**config.mk**
```make
export PLATFORM = sky130hd
export DESIGN_NAME = lav_delay
export DESIGN_NICKNAME = d
export VERILOG_FILES = /design/src/rtl/lav_delay.sv
export SDC_FILE = /design/constraint.sdc
export NUM_CORES = 1
export LEC_CHECK = 0
export ABC_AREA = 1
export BUFFER_PORTS_ARGS = -buffer_cell sky130_fd_sc_hd__clkbuf_2
export CAP_MARGIN = 30
export CORE_ASPECT_RATIO = 0.8
export CORE_MARGIN = 4
export CORE_UTILIZATION = 29
export DETAILED_ROUTE_END_ITERATION = 6
export PLACE_DENSITY = 0.53
export SYNTH_ARGS = -nofsm -noshare
export SYNTH_HDL_FRONTEND = slang
export SYNTH_SLANG_ARGS = --single-unit
export TNS_END_PERCENT = 10
```
**constraint.sdc**
```tcl
create_clock -name clk -period 0.8 [get_ports clk]
set_input_delay 0.08 -clock clk [delete_from_list [all_inputs] [get_ports clk]]
set_output_delay 0.08 -clock clk [all_outputs]
set_load 0.1 [all_outputs]
```
**src/rtl/lav_delay.sv**
```systemverilog
// Enable-gated shift register that keeps side data aligned with the pipeline.
`timescale 1ns / 1ps
module lav_delay #(
  parameter int W     = 32,
  parameter int DEPTH = 2
) (
  input  logic         clk,
  input  logic         en,
  input  logic [W-1:0] din,
  output logic [W-1:0] dout
);
  logic [W-1:0] taps [DEPTH];

  always_ff @(posedge clk) begin
    if (en) begin
      taps[0] <= din;
      for (int i = 1; i < DEPTH; i++) taps[i] <= taps[i-1];
    end
  end

  assign dout = taps[DEPTH-1];
endmodule

```
# Yosys cells after proc, flatten, opt, wreduce, memory -nomap -nowiden
# Memories as Yosys holds them, arrays and structs flattened.
# Cells that the tools add are included.
totals:
  register_bits: 0
  ram_bits: 64
  in_bits: 34
  out_inout_bits: 32
  word_cells: 3
  memories: 1
memory_table:
  columns: ["memory", "depth", "width", "read_ports", "rd_ports_with_merged_regs", "write_ports", "line", "text"]
  rows:
  - ["taps", 2, 32, 2, 0, 2, "12", "logic [W-1:0] taps [DEPTH];"]
classes:
  muxes: 2
op_table:
  columns: ["operator", "n"]
  rows:
  - ["$mux W1", 2]

# Depth between registers and ports, before layout
depth:
  word_depth: 2
  ltp_mapped: 1
  ltp_nobuf: 0

# Least setup slack after synthesis
# No wires, ideal clock.
synth_timing:
  path_type: "reg-to-output"
  startpoint: "memory taps[1][0] (netlist: taps[0][32])"
  endpoint: "output port dout[0]"
  arrival_time_ns: 0.575
  t_required_ns: 0.720
  slack_ns: 0.145
  stages_incl_launch_ff: 2
  n_path_buf: 1
  cell_sequence: "edfxtp_1 -> buf_4"
synth_lines:
  columns: ["element", "line", "text"]
  rows:
  - ["from (decl)", "12", null]
  - ["to (decl)", "10", "output logic [W-1:0] dout"]

==> impl_results.md <==
* Largest regs: taps (64)
* Crit path to: dout[5]
* Worst Skew at between 0.005 and 0.006 ns
* Final Util at a little under half
* Post-synth top area share at slightly below 90%
* Failing checks: setup timing
* H-tree Lvls at 3
* Internal at about 0.006 W
* Starting Density at a little under a third
* Cell variety after synth at 2
* Post-CTS Setup Inserts at 0
* Routed via count at 993
* Initial drt markers at 40
* R2r setup slk at approximately 0.15 ns
* DP Area at 0.00286 mm2
* Multi-input gate area at 0 um2
* Net switching component of the power at 0.00226 W
* Number of flip-flops in the largest register at 64
* Setup ws final at -0.243 ns
* Clk sinks at 64
* Port Buffers at 65
* Final instance area at 0.00338 mm2
* # DRC at 0
* Worst R2R Start: taps[0][6]
* Wire length of the first global-routing pass at 5450 um
* Total GRT Usage at a little over 8%
* Worst-Skew Late Latency at between 0.3 and 0.4 ns
* Largest net degree at the start of global routing at 49
* Data required time at the worst endpoint at between 0.7 and 0.8 ns
* Pwr/cell area at 2440 mW/mm2
* Yosys reg bits at 64
* Die Height at 85.2 um
* # rows at 27
* Critical-path cell list: buf_12
* Share of layout cells above drive strength 1 at between 40% and 50%
* Sequential-to-total area share from yosys stat at 88.9%
* Syn-to-layout area delta at 56.4%
* Reg power frac at 49.8%
* Ant diodes at 0
* Min Tclk post-route at 1.04 ns
* Leading cell types in the layout, fill and taps excluded: edfxtp_1, clkbuf_2, buf_12
* CTS Buf Count at 9
* Post-Syn Nets at 130
* CTS tree: done
* Crit path max-delay cell type: edfxtp_1
* Comb power frac at 18.1%
* Routed len/inst at 12.3 um
* Ys Warns at 0
* CP endpoint kind: output port
* GP Congestion at 0.665
* Leading area contributor after synthesis: edfxtp_1
* WP depth at 1
* Clock power frac at about a third
* Syn_area_per_cell at approximately 23 um2
* Maximum VDD drop at between 1 and 1.5 mV
* Area contributors post-synth: edfxtp_1, buf_4
* CP Launch Type: flop
* Max-slew violation count at 0
* DRT Pass-1 Iters at 4
* Final hold violation count at 0
* RSZ-0062 raised after global routing: true
* CP delay by family, top: flip-flops
* Max FO, Critical Path at 1
* Vias/cell at 3.73
* Maxcap violations at 0
* Worst reg-to-reg path cell count at 0
* Worst relative slew slack at between 80% and 90%
* Static Leak at roughly 1.3 nW
* Switch share at 27.5%
* Hold Crit Class: primary input to flop
* Synth Cell Area at 0.00216 mm2
* Fin nets at 208
* Status: finished with violations
* Worst-margin pin slew at roughly 0.27 ns
* Crit share post-route at 130%
* Worst-path clk slew at 0.07 ns
* Root Buffer: clkbuf_8
* WL final at between 3000 and 4000 um
* Comb_multi_in at 0
* Grt ovf at 0
* Setup-failing EPs final at 32
* Initial antenna violation count at 0
* Critical path buffer and inverter count at 1
* Post-Syn Instances at 96
* DRT antenna net count at 0
* CP startpoint: taps[0][37]
* Die area at around 0.0089 mm2
* Critical path type: flop to output port
* Crit-path max cell delay at 0.43 ns
* Core ar. at 0.00706 mm2
* Vias in the first global route at 1,120
* Largest Register: taps
* Fmax at 959 MHz
* CTS max path bufs at 2
* R2r endpoint: taps[0][38]
* Ports at 66
* Hold slack at 0.231 ns
* CP arrival at 0.96 ns
* Die width at 105 um
* Commonest non-fill, non-tap cell in the layout: edfxtp_1
-- Yosys cell counts --
cell,count
buf_4,32
edfxtp_1,64
-- through the flow --
stage	setup TNS, ns	total power [W]	instances	setup slack [ns]
3_3_place_gp	0	0.00554	218	0.0133
4_1_cts	-7.80	0.00839	266	-0.276
3_5_place_dp	-0.229	0.00556	218	-0.00751
6_report	-6.98	0.00825	266	-0.243
5_1_grt	-8.29	0.00857	266	-0.282
2_1_floorplan	0	0.00503	96	0.145
-- power by group through the flow --
stage               Sequential [W]  Combinational (W)  Clock, W
floorplan                  0.00409           0.000941         0
global placement           0.00416            0.00137         0
detailed placement         0.00418            0.00138         0
CTS                        0.00411            0.00151   0.00277
global route               0.00413            0.00154   0.00291
finish                     0.00410            0.00149   0.00265
-- timing repair --
| item | 4_1_cts | 5_1_grt |
|---|---|---|
| hold buffers | 32 | 0 |
| endpoints found under the hold margin | 32 | 0 |
| resized for setup | 0 | 0 |
| endpoints found under the setup margin | 32 | 32 |
| pin swaps | 0 | 0 |
-- final cells by class --
type,count,area [um2]
Clock inverter,7,72.6
Tap cell,87,109
Fill cell,578,3680
Clock buffer,9,124
Sequential cell,64,1920
Timing Repair Buffer,99,1150
-- kinds of logic (layout without fill, tap and decap cells) --
group	Yosys count	count (layout)	share of synthesized area (%)
flops	64	64	88.9
buf+inv	32	115	11.1
-- how the worst min path moves through the flow --
stage	from	endpoint	slack, ns	cells after the start
detailed placement	din[22]	taps[0][22]	0.26	1
floorplan	din[0]	taps[0][0]	0.18	0
global route	en	taps[0][5]	0.24	2
finish	en	taps[0][54]	0.23	2
CTS	en	taps[0][37]	0.23	2
global placement	din[26]	taps[0][26]	0.26	1
-- per-layer routing --
metal | vias up | global-route usage [%] | routed length, um
li1 | 481 | - | -
met4 | 0 | 4.35 | 52
met5 | - | 0 | 0
met3 | 6 | 4.49 | 322
met1 | 459 | 7.98 | 1120
met2 | 47 | 14.2 | 1770
No activity file was read; power rests on OpenSTA's default activity.
